`config.mk`:
```
export PLATFORM = sky130hd
export DESIGN_NAME = kiss_frame_decoder
export DESIGN_NICKNAME = d
export VERILOG_FILES = /design/src/hdl/kfd_pkg.sv /design/src/hdl/kiss_frame_decoder.sv
export SDC_FILE = /design/constraint.sdc
export NUM_CORES = 1
export LEC_CHECK = 0
export BUFFER_PORTS_ARGS = -buffer_cell sky130_fd_sc_hd__buf_4
export CAP_MARGIN = 40
export CORE_MARGIN = 1
export CORE_UTILIZATION = 35
export DETAILED_ROUTE_END_ITERATION = 7
export GPL_ROUTABILITY_DRIVEN = 1
export SYNTH_ARGS = -nofsm -noshare
export SYNTH_HDL_FRONTEND = slang
export SYNTH_SLANG_ARGS = --single-unit
```
`constraint.sdc`:
```
create_clock -name clock -period 5.68 [get_ports clock]
set_input_delay 0.568 -clock clock [delete_from_list [all_inputs] [get_ports clock]]
set_output_delay 0.568 -clock clock [all_outputs]
set_load 0.02 [all_outputs]
```
`src/hdl/kfd_pkg.sv`:
```
// Package for the KISS receive deframer: framing byte codes, decode mode codes,
// result event codes and fixed field widths. No dependencies.
`timescale 1ns / 1ps

package kfd_pkg;

   localparam int ByteWidth   = 8;
   localparam int KindWidth   = 2;
   localparam int LenWidth    = 12;
   localparam int CfgWidth    = 12;
   localparam int ModeWidth   = 2;

   localparam int ReqDataWidth = 16;
   localparam int RspDataWidth = 24;

   typedef logic [ByteWidth-1:0] byte_type;
   typedef logic [KindWidth-1:0] kind_type;
   typedef logic [ModeWidth-1:0] mode_type;

   localparam byte_type FEND  = 8'hC0;
   localparam byte_type FESC  = 8'hDB;
   localparam byte_type TFEND = 8'hDC;
   localparam byte_type TFESC = 8'hDD;
   localparam byte_type ZERO_BYTE = 8'h00;

   localparam mode_type MODE_WAIT = 2'd0;
   localparam mode_type MODE_IN   = 2'd1;
   localparam mode_type MODE_ESC  = 2'd2;
   localparam mode_type MODE_SKIP = 2'd3;

   localparam kind_type EV_PAYLOAD  = 2'd0;
   localparam kind_type EV_DONE     = 2'd1;
   localparam kind_type EV_OVERFLOW = 2'd2;
   localparam kind_type EV_DROP     = 2'd3;

   localparam logic [CfgWidth-1:0] MAX_LEN_RESET = 12'd256;

endpackage

```
`src/hdl/kiss_frame_decoder.sv`:
```
// KISS receive deframer: one received byte per word in, at most one event word out.
// Results are registered; one word is taken per cycle unless its result is stalled.
// The byte decode, buffer claim and length check sit between the input and result registers.
// The mode updates as each word advances, so back-to-back words are accepted while no result stalls.
// Synchronous active-high reset returns to waiting for a frame start with no buffer held
// and sets the length limit to 256. Depends on kfd_pkg.
`timescale 1ns / 1ps

module kiss_frame_decoder
   import kfd_pkg::*;
#(
   parameter int LENGTH_BITS = 12
) (
   input  logic                    clock,
   input  logic                    reset,
   input  logic                    req_tvalid,
   output logic                    req_tready,
   input  logic [ReqDataWidth-1:0] req_tdata,   // rx_byte[7:0], buffer_ready[8], zero fill
   output logic                    rsp_tvalid,
   input  logic                    rsp_tready,
   output logic [RspDataWidth-1:0] rsp_tdata,   // payload_byte[7:0], frame_len[19:8], zero fill
   output logic [KindWidth-1:0]    rsp_tuser,   // event_kind[1:0]
   input  logic                    csr_we,
   input  logic [CfgWidth-1:0]     csr_wdata
);

   localparam int CmpWidth = (LENGTH_BITS > CfgWidth) ? LENGTH_BITS : CfgWidth;
   localparam logic [CmpWidth-1:0] COUNT_MAX = CmpWidth'({LENGTH_BITS{1'b1}});

   logic [CfgWidth-1:0]    max_len_ff;
   logic                   in_valid_ff;
   byte_type               in_byte_ff;
   logic                   in_ready_ff;
   mode_type               mode_ff, mode_in;
   logic [LENGTH_BITS-1:0] count_ff, count_in;
   logic                   skip_ff, skip_in;
   logic                   held_ff, held_in;
   logic                   out_valid_ff;
   kind_type               out_kind_ff;
   byte_type               out_byte_ff;
   logic [LenWidth-1:0]    out_len_ff;

   logic                   advance;
   logic                   has_res;
   kind_type               res_kind;
   byte_type               res_byte;
   logic [LenWidth-1:0]    res_len;
   logic [CmpWidth-1:0]    limit;
   logic                   full;
   logic                   out_free;

   assign limit = (CmpWidth'(max_len_ff) > COUNT_MAX) ? COUNT_MAX : CmpWidth'(max_len_ff);
   assign full  = held_ff && (CmpWidth'(count_ff) >= limit);

   always_comb begin
      mode_in  = mode_ff;
      count_in = count_ff;
      skip_in  = skip_ff;
      held_in  = held_ff;
      has_res  = 1'b0;
      res_kind = EV_PAYLOAD;
      res_byte = ZERO_BYTE;
      res_len  = '0;
      if (full) begin
         has_res  = 1'b1;
         res_kind = EV_OVERFLOW;
         mode_in  = MODE_WAIT;
         count_in = '0;
      end
      case (mode_in)
         MODE_WAIT: begin
            if (in_byte_ff == FEND) begin
               if (!held_ff && !in_ready_ff) begin
                  mode_in  = MODE_SKIP;
                  has_res  = 1'b1;
                  res_kind = EV_DROP;
               end else begin
                  held_in  = 1'b1;
                  count_in = '0;
                  mode_in  = MODE_IN;
                  skip_in  = 1'b1;
               end
            end
         end
         MODE_IN: begin
            if (in_byte_ff == FESC) begin
               mode_in = MODE_ESC;
            end else if (in_byte_ff == FEND) begin
               if (count_ff != '0) begin
                  has_res  = 1'b1;
                  res_kind = EV_DONE;
                  res_len  = LenWidth'(count_ff);
                  held_in  = 1'b0;
                  mode_in  = MODE_WAIT;
               end
            end else if (skip_ff) begin
               skip_in = 1'b0;
            end else begin
               has_res  = 1'b1;
               res_byte = in_byte_ff;
               count_in = count_ff + LENGTH_BITS'(1);
            end
         end
         MODE_ESC: begin
            if (in_byte_ff == TFESC) begin
               has_res  = 1'b1;
               res_byte = FESC;
               count_in = count_ff + LENGTH_BITS'(1);
            end else if (in_byte_ff == TFEND) begin
               has_res  = 1'b1;
               res_byte = FEND;
               count_in = count_ff + LENGTH_BITS'(1);
            end
            mode_in = MODE_IN;
         end
         default: begin
            if (in_byte_ff == FEND) begin
               mode_in = MODE_WAIT;
            end
         end
      endcase
   end

   assign out_free   = !out_valid_ff || rsp_tready;
   assign advance    = in_valid_ff && (!has_res || out_free);
   assign req_tready = !in_valid_ff || advance;

   always_ff @(posedge clock) begin
      if (reset) begin
         max_len_ff <= MAX_LEN_RESET;
      end else if (csr_we) begin
         max_len_ff <= csr_wdata;
      end
   end

   always_ff @(posedge clock) begin
      if (reset) begin
         in_valid_ff <= 1'b0;
      end else if (req_tready) begin
         in_valid_ff <= req_tvalid;
      end
      if (req_tvalid && req_tready) begin
         in_byte_ff  <= req_tdata[ByteWidth-1:0];
         in_ready_ff <= req_tdata[ByteWidth];
      end
   end

   always_ff @(posedge clock) begin
      if (reset) begin
         mode_ff  <= MODE_WAIT;
         count_ff <= '0;
         skip_ff  <= 1'b0;
         held_ff  <= 1'b0;
      end else if (advance) begin
         mode_ff  <= mode_in;
         count_ff <= count_in;
         skip_ff  <= skip_in;
         held_ff  <= held_in;
      end
   end

   always_ff @(posedge clock) begin
      if (reset) begin
         out_valid_ff <= 1'b0;
      end else if (advance && has_res) begin
         out_valid_ff <= 1'b1;
      end else if (rsp_tready) begin
         out_valid_ff <= 1'b0;
      end
      if (advance && has_res) begin
         out_kind_ff <= res_kind;
         out_byte_ff <= res_byte;
         out_len_ff  <= res_len;
      end
   end

   assign rsp_tvalid = out_valid_ff;
   assign rsp_tuser  = out_kind_ff;
   assign rsp_tdata  = {{(RspDataWidth - ByteWidth - LenWidth){1'b0}}, out_len_ff, out_byte_ff};

   a_skip_no_buffer: assert property (@(posedge clock) disable iff (reset)
      mode_ff == MODE_SKIP |-> !held_ff)
      else $error("skipping a frame while a buffer is held");

   a_frame_has_buffer: assert property (@(posedge clock) disable iff (reset)
      (mode_ff == MODE_IN || mode_ff == MODE_ESC) |-> held_ff)
      else $error("inside a frame without a buffer");

   a_done_nonempty: assert property (@(posedge clock) disable iff (reset)
      (out_valid_ff && out_kind_ff == EV_DONE) |-> out_len_ff != '0)
      else $error("frame complete reported with zero length");

   a_no_overwrite: assert property (@(posedge clock) disable iff (reset)
      (advance && has_res) |-> (!out_valid_ff || rsp_tready))
      else $error("result register overwritten while stalled");

endmodule
```
# [Word level (Yosys, flattened, before mapping)]
# Index checks and enable logic that the tools add are counted.
[classes] add_sub_neg=1 order_cmp=2 n_eq_ne=12 muxes=52 bitwise=3 reduce_logical=20
[op_table] op="2-to-1 mux 12 bit" n=9
[op_table] op="2-to-1 mux 8 bit" n=5
[op_table] op="one-hot mux 12 bit (3 select lines)" n=1
[op_table] op="equality test 8 bit, second input constant" n=4
[op_table] op="2-to-1 mux 2 bit" n=13
[op_table] op="2-to-1 mux 1 bit" n=18
[op_table] op="one-hot mux 8 bit (2 select lines)" n=1
[op_table] op="adder 12 x 1 -> 12 bit, second input constant" n=1
[op_table] op=">= comparator 12 bit" n=1
[op_table] op="> comparator 12 bit, second input constant" n=1
[op_table] op="inequality test 2 bit, second input constant" n=6
[op_table] op="nonzero test 12 bit" n=1
[op_table] op="AND reduction 7 bit" n=1
[op_table] op="one-hot mux 2 bit (3 select lines)" n=1
[op_table] op="AND reduction 6 bit" n=1
[op_table] op="logical AND 1 bit" n=5
[op_table] op="zero test 1 bit" n=5
[op_table] op="one-hot mux 1 bit (2 select lines)" n=2
[op_table] op="one-hot mux 2 bit (2 select lines)" n=1
[op_table] op="nonzero test 2 bit" n=2
[op_table] op="OR reduction 4 bit" n=1
[op_table] op="logical OR 1 bit" n=3
[op_table] op="inverter 1 bit" n=3
[op_table] op="one-hot mux 1 bit (3 select lines)" n=1
[op_table] op="3 further kinds" n=3
[totals] regBits=61 in_bits=33 wordCells=102

# [Depth between registers and ports, before layout]
# Gate-level depths: netlist of the first run.
[logic_depth] depth_word=14 depth_mapped=17 mapped_depth_nobuf=15

# [Least setup slack after synthesis of the first run]
# OpenSTA, ideal clock, no wires.
[synth_path] path_type="register -> register" start="register max_len_ff[11]" end="register out_byte_ff[0], enable pin" setup_ps=401 t_arrival_ps=4172 slack_ps=1108 path_stages_with_launch=17 cell_sequence="dfxtp_1 > inv_1 > ha_1 > nand4_1 > nor2_1 > or4_1 > o21ai_1 > nand2_1 > inv_1 > ha_1 > o31ai_1 > nor3b_1 > clkbuf_1 > nor3_1 > o22ai_1 > nand2_1 > nor2_1"
[synth_between] elab_chain_cells=13
[synth_lines] element="start: declaration" line="kiss_frame_decoder.sv:30" rtl="logic [CfgWidth-1:0] max_len_ff;"
[synth_lines] element="start signal: assignment" line="kiss_frame_decoder.sv:132" rtl="max_len_ff <= csr_wdata;"
[synth_lines] element="> comparator 12 bit" line="kiss_frame_decoder.sv:52" rtl="assign limit = (CmpWidth'(max_len_ff) > COUNT_MAX) ? COUNT_MAX : CmpWidth'(max_len_ff);"
[synth_lines] element="2-to-1 mux 12 bit *" line="kiss_frame_decoder.sv:52"
[synth_lines] element=">= comparator 12 bit *" line="kiss_frame_decoder.sv:53" rtl="assign full = held_ff && (CmpWidth'(count_ff) >= limit);"
[synth_lines] element="logical AND 1 bit *" line="kiss_frame_decoder.sv:53"
[synth_lines] element="2-to-1 mux 1 bit" line="kiss_frame_decoder.sv:64" rtl="if (full) begin"
[synth_lines] element="2-to-1 mux 1 bit, on equally long branches" line="kiss_frame_decoder.sv:96, kiss_frame_decoder.sv:89"
[synth_lines] element="2-to-1 mux 1 bit" line="kiss_frame_decoder.sv:88" rtl="end else if (in_byte_ff == FEND) begin"
[synth_lines] element="2-to-1 mux 1 bit" line="kiss_frame_decoder.sv:86" rtl="if (in_byte_ff == FESC) begin"
[synth_lines] element="one-hot mux 1 bit (3 select lines) *" line="kiss_frame_decoder.sv:70" rtl="case (mode_in)"
[synth_lines] element="zero test 1 bit" line="kiss_frame_decoder.sv:125" rtl="assign advance = in_valid_ff && (!has_res || out_free);"
[synth_lines] element="logical OR 1 bit" line="kiss_frame_decoder.sv:125"
[synth_lines] element="logical AND 1 bit" line="kiss_frame_decoder.sv:125"
[synth_lines] element="logical AND 1 bit *" line="kiss_frame_decoder.sv:170" rtl="if (advance && has_res) begin"
[synth_lines] element="end signal: assignment" line="kiss_frame_decoder.sv:172" rtl="out_byte_ff <= res_byte;"
[synth_lines] element="end: declaration" line="kiss_frame_decoder.sv:40" rtl="byte_type out_byte_ff;"
# Every way passes the cells marked *; elsewhere a longest branch is shown, timed or not.
# A chain may end at the register's enable or synchronous reset.

# [Final worst setup path of the first run]
[layout_path] start="register count_ff[0]" end="output req_tready"
[layout_between] elab_chain_cells=11
[layout_lines] element="start: declaration" line="kiss_frame_decoder.sv:35" rtl="logic [LENGTH_BITS-1:0] count_ff, count_in;"
[layout_lines] element="start signal: assignment" line="kiss_frame_decoder.sv:156" rtl="count_ff <= count_in;"
[layout_lines] element=">= comparator 12 bit" line="kiss_frame_decoder.sv:53"
[layout_lines] element="logical AND 1 bit" line="kiss_frame_decoder.sv:53"
[layout_lines] element="2-to-1 mux 1 bit" line="kiss_frame_decoder.sv:64"
[layout_lines] element="2-to-1 mux 1 bit, on equally long branches" line="kiss_frame_decoder.sv:96, kiss_frame_decoder.sv:89"
[layout_lines] element="2-to-1 mux 1 bit" line="kiss_frame_decoder.sv:88"
[layout_lines] element="2-to-1 mux 1 bit" line="kiss_frame_decoder.sv:86"
[layout_lines] element="one-hot mux 1 bit (3 select lines) *" line="kiss_frame_decoder.sv:70"
[layout_lines] element="zero test 1 bit *" line="kiss_frame_decoder.sv:125"
[layout_lines] element="logical OR 1 bit *" line="kiss_frame_decoder.sv:125"
[layout_lines] element="logical AND 1 bit *" line="kiss_frame_decoder.sv:125"
[layout_lines] element="logical OR 1 bit *" line="kiss_frame_decoder.sv:126" rtl="assign req_tready = !in_valid_ff || advance;"
[layout_lines] element="end: declaration" line="kiss_frame_decoder.sv:17" rtl="output logic req_tready,"
# Marked as above.

==> results of run 1 <==
-- kinds of logic after synthesis --
group                    synth area share (%)
other                                  0.1171
buffers and inverters                   5.393
AND/OR/NAND/NOR                         19.19
adder cells (fa/ha/maj)                 7.034
flip-flops                              47.83
multiplexers                            4.064
AO/OA/AOI/OAI                           16.37
-- layer usage --
metal  track usage (%)  part of all wire, %  routed length, um
met3             3.957                  5.7                396
met1             21.15                   49               3438
met5                 0                    0                  0
met2             22.04                   43               3007
met4             8.508                  1.8                127
-- registers in the layout, indices dropped and copies added (netlist names), 2 cells and up --
signal,count
out_byte_ff,8
rsp_tuser,2
mode_ff,2
out_len_ff,12
in_byte_ff,8
max_len_ff,12
count_ff,12
-- cells in the final DEF, fill, tap and decap left out, types with 2 or more instances in the layout --
master / Yosys / routed
edfxtp_1: 31 / 31
o21ai_0: 8 / 8
ha_1: 18 / 18
o211ai_1: 3 / 3
a21o_1: 3 / 3
dfxtp_1: 30 / 30
nor4_1: 3 / 3
mux2i_1: 13 / 13
nand2b_1: 2 / 2
a21boi_0: 3 / 3
clkinv_1: 0 / 2
clkbuf_8: 0 / 10
nand4b_1: 2 / 2
and3_1: 12 / 12
a31oi_1: 4 / 4
conb_1: 1 / 4
buf_4: 5 / 52
nand3b_1: 7 / 7
o21a_1: 3 / 3
o31ai_1: 8 / 8
nand4_1: 2 / 2
inv_1: 24 / 24
nand2_1: 19 / 19
nor2_1: 26 / 25
nor3_1: 6 / 6
a21oi_1: 17 / 17
nand3_1: 7 / 7
and2_1: 12 / 12
-- worst max path at each step --
stage | to | slack (ns) | cells after the start
after global placement | in_byte_ff[0] | 1.10 | 13
final | req_tready | 0.79 | 16
after floorplan | out_byte_ff[0] | 1.11 | 16
after global routing | req_tready | 0.41 | 15
after CTS | req_tready | 0.82 | 16
after detailed placement | req_tready | 1.22 | 16
-- where the power goes --
part           leakage [nW]   total, W  internal (W)  switching [W]
Combinational         0.939  0.0000924     0.0000399      0.0000525
Clock                0.0944   0.000379      0.000211       0.000168
Sequential            0.560   0.000483      0.000474     0.00000917
-- metrics by stage --
stage / cells / utilization, % / power [W] / hold WS [ns]
final: 478 / 43.72 / 0.0009540 / 0.3991
after global routing: 478 / 43.72 / 0.0009986 / 0.3788
after CTS: 478 / 43.72 / 0.0009636 / 0.3851
after detailed placement: 462 / 41.55 / 0.0005845 / 0.4857
after global placement: 461 / 41.46 / 0.0005819 / 0.4758
after floorplan: 317 / - / 0.0005547 / 0.4604
-- cells in the mapped netlist, drive strengths merged (2+ instances only) --
cell type  number
buf             8
nand3           7
nand3b          7
or4             2
o21ai           9
and2           13
nor4            3
a2111oi         2
nand2b          2
o31ai           8
a31oi           4
nor2           26
and3           12
a21o            4
edfxtp         31
mux2i          13
nand4b          2
a21boi          3
a21oi          17
a211oi          2
ha             18
o21a            3
o211ai          3
clkbuf          7
dfxtp          30
nor3            7
nand4           2
o41ai           2
inv            24
nand2          20
-- area by class of cell --
| type | count | area (um^2) |
|---|---|---|
| well taps | 108 | 135.1 |
| multi-input cells | 217 | 1511 |
| clock inverters | 5 | 50.05 |
| fillers | 834 | 4956 |
| clock buffers | 11 | 141.4 |
| flip-flops and latches | 61 | 1531 |
| inverters | 24 | 90.09 |
| repair buffers | 52 | 390.4 |
-- worst max-delay path, delay by kind of cell, from the launching register on --
kind                     cells  cell delay, ns
flip-flops                   1            0.35
AO/OA/AOI/OAI                4            1.46
adder cells (fa/ha/maj)      2            0.57
buffers and inverters        4            0.64
AND/OR/NAND/NOR              6            0.96
==> summary.txt, run 1 <==
Clock tree
  – Worst-case clock buffer depth: 2
  – CTS H-tree depth: 3
  – Clock Latency Late Sink: roughly 0.35 ns
  – CTS Hold Bufs: 0
  – Post-CTS sizing: 0
  – CTS root buf: clkbuf_8
  – CTS sink cnt: 61
  – TritonCTS clock tree: done
  – Setup bufs post-CTS: 0
  – CTS clk-pin slew, worst paths: about 0.07 ns
  – CTS Buf Count: 9

Global route
  – First-pass GRT wire length: roughly 12,000 um
  – Largest net degree at the start of global routing: 28
  – Vias in the first global route: 2,333
  – GRT Total Usage: 15.43%
  – Initial antenna violation count: 0
  – Total global routing overflow: 0

Synthesis
  – FF+latch count, synth: between 60 and 70
  – Synthesized area: ~3200 um^2
  – Yosys warns: 0
  – Top cell type's share of synthesized area: between 20 and 30%
  – Number of synthesized flops with an enable pin: 31
  – Synth cell types: 64
  – Ys async rst share: 0%
  – Main synth FF type: edfxtp_1
  – Mapped Cells: ~310
  – Top cell type by total area after synthesis: edfxtp_1
  – Synthesized area per cell: 10.20 um^2
  – Synth area leaders: edfxtp_1 (29%), dfxtp_1 (19%), ha_1 (7.0%)
  – Sequential area share after synthesis: a little under half

Die
  – CORE AREA: a little under 9000 um^2
  – Num ports: 61
  – # rows: 34
  – Initial Utilization: between 30 and 40%
  – Die Ht: 97.65 um
  – Die ar.: 9535 um^2
  – Die width: between 90 and 100 um

STA
  – Final min period: just under 5 ns
  – Setup WS post-layout: 0.7942 ns
  – Slew headroom: roughly 44%
  – Final Cycle Share: 86.02%
  – Worst Skew: around 0.0094 ns
  – RSZ-0062 raised after global routing: false
  – Final max-slew violation count: 0
  – Setup_tns: 0 ns
  – Fmax: 204.7 MHz
  – Worst-margin pin slew: ~0.83 ns
  – Final Hold Fails: 0
  – Final setup vio count: 0

Place
  – Placed instance area: approximately 3700 um^2
  – RePlAce Congestion: about 0.86
  – IO Port Bufs: between 40 and 50
  – Pre-CTS setup slack: between 1 and 1.5 ns
  – DP Wirelength: just over 5000 um

Worst hold path
  – Hold path cells: 1
  – Min-Delay Path Class: primary input to register
  – Worst min-delay path endpoint: in_ready_ff
  – HP Start: req_tdata[8]

Setup path
  – Worst reg2reg setup slack: 1.21 ns
  – Crit path launch type: register
  – Worst path cell trace: inv_1 > ha_1 > nand2b_1 > a2111oi_0 > nor4_1 > o21ai_1 > nand2_1 > inv_1 > ha_1 > o31ai_1 > nor3b_1 > buf_4 > nor3_1 > o22ai_1 > nand3_1 > buf_4
  – Worst R2R Start: count_ff[0]
  – Critical Path Source: count_ff[0]
  – Worst setup EP type: output pin
  – Slowest stage delay, CP: around 0.54 ns
  – Reg2Reg Depth: 17
  – CP max stage cell: o21ai_1
  – Crit Path Class: register to output pin
  – CP required: around 5.1 ns
  – Worst R2R End: out_byte_ff[7]
  – Worst Path Arrival: ~4.3 ns
  – CP max FO: 11

Cells and area
  – ANT cells: 0
  – Area growth, synth to finish: 20.24%
  – Share of cells above drive strength 1: roughly a fifth
  – Fin nets: around 420
  – Finished Cell Area: around 3800 um^2

Outcome
  – Failing checks: design-rule violations
  – Outcome: finished with violations

Route
  – Pre-antenna DRT Iters: 6
  – WL/cell: approximately 15 um
  – ANT nets after route: 0
  – DRC Markers: 8
  – Post-Route WL: between 6000 and 7000 um
  – Via count: between 2,000 and 3,000
  – Post-DR vias/cell: approximately 5.3
  – Starting DRT DRC Count: about 180

Run
  – Max cap viols: 0

Power
  – Worst ir drop on vdd: approximately 0.00010 V
  – Lkg Pwr: around 1.6 nW
  – Cell Pwr Density: about 250 nW/um^2
Note: power is estimated with default switching activity, not from simulation.
==> run 2, diff against run 1 <==
ABC_AREA = 1   (was default)
==> summary.txt, run 2 <==
Cells and area
  – Multi-input gate area: 1495 um^2 (was 1511 um^2)
  – Area growth, synth to finish: 19.26% (was 20.24%)
  – Fin nets: 507 (was 416)
  – Most frequent cells in the layout: nand2_1 (71), inv_1 (64), nor2_1 (53), buf_4 (49), a21oi_1 (32) (was buf_4 (52), edfxtp_1 (31), dfxtp_1 (30), nor2_1 (25), inv_1 (24))
  – ANT cells: 0 (unchanged)
  – Reg area: 1531 um^2 (unchanged)
  – Largest registers: count_ff x12, max_len_ff x12, out_len_ff x12 (unchanged)
  – Share of cells above drive strength 1: 20.17% (was 21.35%)
  – Commonest non-fill, non-tap cell in the layout: nand2_1 (was buf_4)
  – # fillers: 948 (was 834)

Setup path
  – Reg2Reg Depth: 20 (was 17)
  – Cell mode on critical path: nand2_1
  – Slowest stage delay, CP: 0.50 ns (was 0.54 ns)
  – CP required: 5.11 ns (about the same)
  – Worst setup EP type: output pin (unchanged)
  – Crit path launch type: register (unchanged)
  – Worst path cell trace: ha_1 > nand2_1 > nand2_1 > nand2_1 > nand2_1 > a21oi_1 > nand2_1 > nand2_1 > nand2_1 > inv_1 > ha_1 > nand2_4 > inv_4 > nand3_4 > nand2_1 > nand2_1 > nand3_4 > nand3_1 > buf_4 (was inv_1 > ha_1 > nand2b_1 > a2111oi_0 > nor4_1 > o21ai_1 > nand2_1 > inv_1 > ha_1 > o31ai_1 > nor3b_1 > buf_4 > nor3_1 > o22ai_1 > nand3_1 > buf_4)
  – CP max stage cell: dfxtp_1 (was o21ai_1)
  – CP max FO: 14 (was 11)
  – Worst Path Arrival: 3.27 ns (was 4.32 ns)
  – Crit Path Class: register to output pin (unchanged)

Route
  – DRC Markers: 0 (was 8)
  – Pre-antenna DRT Iters: 4 (was 6)
  – ANT nets after route: 0 (unchanged)
  – Post-Route WL: 6904 um (was 6970 um)
  – WL/cell: 11.70 um (was 14.58 um)
  – Starting DRT DRC Count: 129 (was 183)
  – Post-DR vias/cell: 4.507 (was 5.257)
  – Via count: 2,659 (was 2,513)

Worst hold path
  – Hold path cells: 1 (unchanged)
  – Min-Delay Path Class: primary input to register (unchanged)

Global route
  – First-pass GRT wire length: 11,400 um (was 11,510 um)
  – Largest net degree at the start of global routing: 24 (was 28)
  – Initial antenna violation count: 0 (unchanged)
  – Total global routing overflow: 0 (unchanged)
  – GRT Total Usage: 14.70% (was 15.43%)
  – Vias in the first global route: 2,446 (was 2,333)

Clock tree
  – CTS clk-pin slew, worst paths: 0.07 ns (about the same)
  – CTS Buf Count: 9 (unchanged)
  – TritonCTS clock tree: done (unchanged)
  – Clock Latency Late Sink: 0.33 ns (was 0.35 ns)
  – CTS root buf: clkbuf_8 (unchanged)
  – Setup bufs post-CTS: 0 (unchanged)
  – CTS sink cnt: 61 (unchanged)
  – Post-CTS sizing: 0 (unchanged)
  – CTS H-tree depth: 3 (unchanged)
  – Worst-case clock buffer depth: 2 (unchanged)
  – CTS Hold Bufs: 0 (unchanged)

Synthesis
  – Top cell type's share of synthesized area: 27.67% (was 29.07%)
  – Synthesized area per cell: 8.287 um^2 (was 10.20 um^2)
  – Number of synthesized flops with an enable pin: 31 (unchanged)
  – Synth cell types: 36 (was 64)
  – FF+latch count, synth: 61 (unchanged)
  – Main synth FF type: edfxtp_1 (unchanged)
  – Synthesized area: 3364 um^2 (was 3202 um^2)
  – Mapped Cells: 406 (was 314)
  – Commonest cells post-synth: nand2_1 (71), inv_1 (64), nor2_1 (53), a21oi_1 (32), edfxtp_1 (31) (was edfxtp_1 (31), dfxtp_1 (30), nor2_1 (26), inv_1 (24), nand2_1 (19))
  – Sequential area share after synthesis: 45.52% (was 47.83%)
  – Top cell type by total area after synthesis: edfxtp_1 (unchanged)
  – Ys async rst share: 0% (unchanged)
  – Synth area leaders: edfxtp_1 (28%), dfxtp_1 (18%), nand2_1 (7.9%) (was edfxtp_1 (29%), dfxtp_1 (19%), ha_1 (7.0%))
  – Yosys warns: 0 (unchanged)
  – Most frequent cell after synthesis: nand2_1 (was edfxtp_1)

Die
  – Die Ht: 100.0 um (was 97.65 um)
  – Num ports: 61 (unchanged)
  – Initial Utilization: 36.24% (was 36.36%)
  – CORE AREA: 9284 um^2 (was 8806 um^2)
  – Die width: 100.0 um (was 97.65 um)
  – Die ar.: 10,010 um^2 (was 9535 um^2)
  – # rows: 35 (was 34)

STA
  – Final min period: 3.834 ns (was 4.886 ns)
  – Final Hold Fails: 0 (unchanged)
  – Worst-margin pin slew: 0.7913 ns (was 0.8288 ns)
  – Slew headroom: 47.17% (was 44.32%)
  – Fmax: 260.9 MHz (was 204.7 MHz)
  – RSZ-0062 raised after global routing: false (unchanged)
  – Final max-slew violation count: 0 (unchanged)
  – Setup_tns: 0 ns (unchanged)
  – Final Cycle Share: 67.49% (was 86.02%)
  – Setup WS post-layout: 1.846 ns (was 0.7942 ns)
  – Final setup vio count: 0 (unchanged)
  – Worst Skew: 0.007651 ns (was 0.009408 ns)

Power
  – Lkg Pwr: 1.743 nW (was 1.594 nW)
  – Worst ir drop on vdd: 0.00009587 V (was 0.0001039 V)
  – Cell Pwr Density: 236.7 nW/um^2 (was 247.8 nW/um^2)

Run
  – Max cap viols: 0 (unchanged)

Place
  – IO Port Bufs: 49 (unchanged)
  – Pre-CTS setup slack: 2.031 ns (was 1.218 ns)
  – RePlAce Congestion: 0.8626 (was 0.8617)
  – DP Wirelength: 5226 um (was 5095 um)

Outcome
  – Outcome: finished, final reports clean (was finished with violations)
-- run 2: changes by cell type in the layout (fill, tap and decap cells not counted), moves of 13 or more --
cell	delta
o21ai_0	+16
inv_1	+40
a21oi_1	+15
mux2i_1	-13
nand2_1	+52
nor2_1	+28
-- run 2: metrics by stage --
step           utilization (%)  total power (W)  hold WS [ns]  cells  cell area, um^2
6_report                 43.22        0.0009496        0.4044    590             4013
5_1_grt                  43.22        0.0009914        0.3844    590             4013
4_1_cts                  43.22        0.0009606        0.3916    590             4013
3_5_place_dp             41.16        0.0005918        0.4608    574             3821
3_3_place_gp             41.16        0.0005902        0.4593    574             3821
2_1_floorplan                -        0.0005618        0.4353    409             3376
-- run 2: cell families (layout without fill, tap and decap cells) --
kind of cell	Yosys count	after routing	share of synthesized area [%]
buffers and inverters	83	135	10.38
adder cells (fa/ha/maj)	18	18	6.694
AO/OA/AOI/OAI	62	62	9.558
flip-flops	61	61	45.52
other	1	4	0.1115
XOR/XNOR	3	3	0.7811
AND/OR/NAND/NOR	178	178	26.96
-- run 2: power breakdown --
part | total (W) | switching, W | internal [W] | leakage, nW
clock network | 0.000368 | 0.000162 | 0.000206 | 0.0997
logic | 0.0000983 | 0.0000616 | 0.0000367 | 1.11
registers | 0.000483 | 0.00000838 | 0.000475 | 0.538
-- run 2: critical path: cells and delay by family, from the launching register on --
kind	cells	cell delay [ns]
AO/OA/AOI/OAI	1	0.13
flip-flops	1	0.50
adder cells (fa/ha/maj)	2	0.58
buffers and inverters	3	0.43
AND/OR/NAND/NOR	13	1.30
-- run 2: layout make-up --
class	instances	share of cell area (%)
clock buffers	15	4.646
clock inverters	1	0.1247
inverters	70	6.611
multi-input cells	265	37.26
flip-flops and latches	61	38.17
well taps	129	4.022
repair buffers	49	9.167
-- run 2: path summary, 6_finish.rpt --
| kind | startpoint | end | slack, ns |
|---|---|---|---|
| setup / recovery | count_ff[5] | req_tready | 1.85 |
| hold / removal | req_tdata[0] | in_byte_ff[0] | 0.40 |
| setup reg to reg | count_ff[11] | out_byte_ff[1] | 2.04 |
| hold reg to reg | max_len_ff[6] | max_len_ff[6] | 0.47 |
-- run 2: per-layer routing --
layer / wire, um / GRT usage, % / vias up
met5: 0 / 0 / -
met4: 88 / 6.020 / 0
met3: 401 / 3.482 / 5
met2: 2968 / 22.02 / 72
met1: 3446 / 20.40 / 1179
li1: - / - / 1403
==> run 3, diff against run 2 <==
clock period = 3.49 ns   (was 5.68 ns; I/O delays follow)
==> summary.txt, run 3 (same netlist as run 2, synthesis figures left out) <==
STA
  – Slew headroom: 46.85% (was 47.17%)
  – Setup_tns: 0 ns (unchanged)
  – Final Hold Fails: 0 (unchanged)
  – Final Cycle Share: between 90% and 100%
  – Worst-margin pin slew: 0.7961 ns (was 0.7913 ns)
  – Final max-slew violation count: 0 (unchanged)
  – Final Hold Slack: 0.1886 ns (was 0.4044 ns)
  – Final setup vio count: 0 (unchanged)
  – Worst Skew: 0.01279 ns (was 0.007651 ns)
  – Fmax: ~310 MHz
  – Final min period: ~3.2 ns

Setup path
  – CP max FO: 5 (was 14)
  – Worst Path Arrival: 2.90 ns (was 3.27 ns)
  – Crit path launch type: register (unchanged)
  – Crit Path Class: register to output pin (unchanged)
  – Worst reg2reg setup slack: 0.35 ns (was 2.04 ns)
  – Worst path cell trace: inv_1 > ha_1 > nand2_1 > nor2_1 > inv_1 > nor2_1 > nand2_1 > nand2_1 > nand2_2 > nand2_2 > ha_2 > nand2_1 > inv_1 > nand2_1 > nand2_1 > nand2_1 > nand3_4 > nand3_2 > buf_6 (was ha_1 > nand2_1 > nand2_1 > nand2_1 > nand2_1 > a21oi_1 > nand2_1 > nand2_1 > nand2_1 > inv_1 > ha_1 > nand2_4 > inv_4 > nand3_4 > nand2_1 > nand2_1 > nand3_4 > nand3_1 > buf_4)
  – Cell mode on critical path: nand2_1 (unchanged)
  – Slowest stage delay, CP: 0.31 ns (was 0.50 ns)
  – CP max stage cell: dfxtp_1 (unchanged)
  – CP required: 3.14 ns (was 5.11 ns)
  – Worst setup EP type: output pin (unchanged)

Clock tree
  – CTS Buf Count: 9 (unchanged)
  – Worst-case clock buffer depth: 2 (unchanged)
  – CTS clk-pin slew, worst paths: 0.07 ns (about the same)
  – CTS H-tree depth: 3 (unchanged)
  – TritonCTS clock tree: done (unchanged)
  – CTS Hold Bufs: 0 (unchanged)
  – Clock Latency Late Sink: 0.34 ns (was 0.33 ns)
  – CTS sink cnt: 61 (unchanged)
  – CTS root buf: clkbuf_8 (unchanged)

Place
  – DP Wirelength: 5268 um (was 5226 um)
  – IO Port Bufs: 49 (unchanged)
  – RePlAce Congestion: 0.8435 (was 0.8626)
  – Placed instance area: 3901 um^2 (was 3821 um^2)

Route
  – ANT nets after route: 0 (unchanged)
  – DRC Markers: 0 (unchanged)
  – Via count: 2,739 (was 2,659)
  – Post-Route WL: 6924 um (was 6904 um)
  – Post-DR vias/cell: 4.573 (was 4.507)
  – Pre-antenna DRT Iters: 4 (unchanged)
  – WL/cell: 11.56 um (was 11.70 um)
  – Starting DRT DRC Count: 163 (was 129)

Die
  – Num ports: 61 (unchanged)
  – Die ar.: 10,010 um^2 (unchanged)
  – # rows: 35 (unchanged)
  – Initial Utilization: 36.24% (unchanged)
  – CORE AREA: 9284 um^2 (unchanged)
  – Die Ht: 100.0 um (unchanged)
  – Die width: 100.0 um (unchanged)

Cells and area
  – Largest registers: count_ff x12, max_len_ff x12, out_len_ff x12 (unchanged)
  – ANT cells: 0 (unchanged)
  – Fin nets: 516 (was 507)
  – Share of cells above drive strength 1: 23.83% (was 20.17%)
  – Final Util: 44.15% (was 43.22%)
  – Finished Cell Area: 4099 um^2 (was 4013 um^2)
  – Area growth, synth to finish: 21.83% (was 19.26%)
  – # fillers: 967 (was 948)
  – Most frequent cells in the layout: nand2_1 (68), inv_1 (62), buf_4 (56), nor2_1 (53), a21oi_1 (32) (was nand2_1 (71), inv_1 (64), nor2_1 (53), buf_4 (49), a21oi_1 (32))
  – Commonest non-fill, non-tap cell in the layout: nand2_1 (unchanged)

Global route
  – GRT Total Usage: 14.95% (was 14.70%)
  – Vias in the first global route: 2,480 (was 2,446)
  – First-pass GRT wire length: 11,680 um (was 11,400 um)
  – Largest net degree at the start of global routing: 23 (was 24)
  – Initial antenna violation count: 0 (unchanged)
  – Total global routing overflow: 0 (unchanged)

Run
  – Max cap viols: 0 (unchanged)

Power
  – Worst ir drop on vdd: 0.0001753 V (was 0.00009587 V)
  – Cell Pwr Density: 369.4 nW/um^2 (was 236.7 nW/um^2)
  – Total Power: 0.001514 W (was 0.0009496 W)
  – Lkg Pwr: 1.777 nW (was 1.743 nW)

Outcome
  – Outcome: finished, final reports clean (unchanged)

Worst hold path
  – Min-Delay Path Class: primary input to register (unchanged)
run 3: changes by cell type in the layout (fill, tap and decap cells not counted), moves of 2 or more:
cell | previous run | this run
buf_4 | 49 | 56
dfxtp_1 | 30 | 27
dfxtp_2 | 0 | 3
nand2_1 | 71 | 68
nand2_2 | 3 | 6
clkbuf_8 | 13 | 11
ha_1 | 18 | 16
ha_2 | 0 | 2
inv_1 | 64 | 62
inv_2 | 5 | 7
run 3: worst paths after layout:
check             cells past startpoint           start             end
setup / recovery                     19  max_len_ff[11]      req_tready
hold / removal                        1    req_tdata[3]   in_byte_ff[3]
setup reg to reg                     22  max_len_ff[11]  out_byte_ff[0]
hold reg to reg                       2   max_len_ff[6]   max_len_ff[6]
run 3: stage by stage:
stage,instances,setup slack (ns)
global placement,583,0.2039
detailed placement,583,0.1666
floorplan,409,0.4897
finish,599,0.2445
CTS,599,0.02581
global route,599,-0.0002358
run 3: critical path, delay by kind of cell (launching register included):
kind | cells | cell delay, ns
fa+ha+maj | 2 | 0.53
buf+inv | 4 | 0.39
flops | 1 | 0.31
simple gates | 13 | 1.33
run 3: what timing repair did:
action,CTS,global route
setup buffers,0,0
endpoints found under the setup margin,1,37
gates resized for setup,2,10
hold endpoints to repair,0,0
pin swaps,0,0
run 3: layer usage:
layer	vias up	global-route usage, %	share of wire, %
met4	0	4.682	1.3
met1	1238	21.47	50
met3	5	3.691	5.5
met5	-	0	0
met2	66	22.12	43
li1	1430	-	-
run 3: power by group:
part | internal (W) | total, W | switching [W] | leakage [nW]
logic | 0.0000637 | 0.000166 | 0.000102 | 1.15
clock network | 0.000295 | 0.000561 | 0.000266 | 0.0905
registers | 0.000773 | 0.000787 | 0.0000139 | 0.537
total | 0.00113 | 0.00151 | 0.000382 | 1.78
run 3: cell type report:
type	instances	area (um^2)	area share (%)
inverter	70	265.3	6.471
clock inverter	2	10.01	0.2442
timing repair buffer	58	451.7	11.02
multi-input combinational	265	1513	36.90
sequential	61	1535	37.45
tap	129	161.4	3.938
clock buffer	14	162.7	3.968
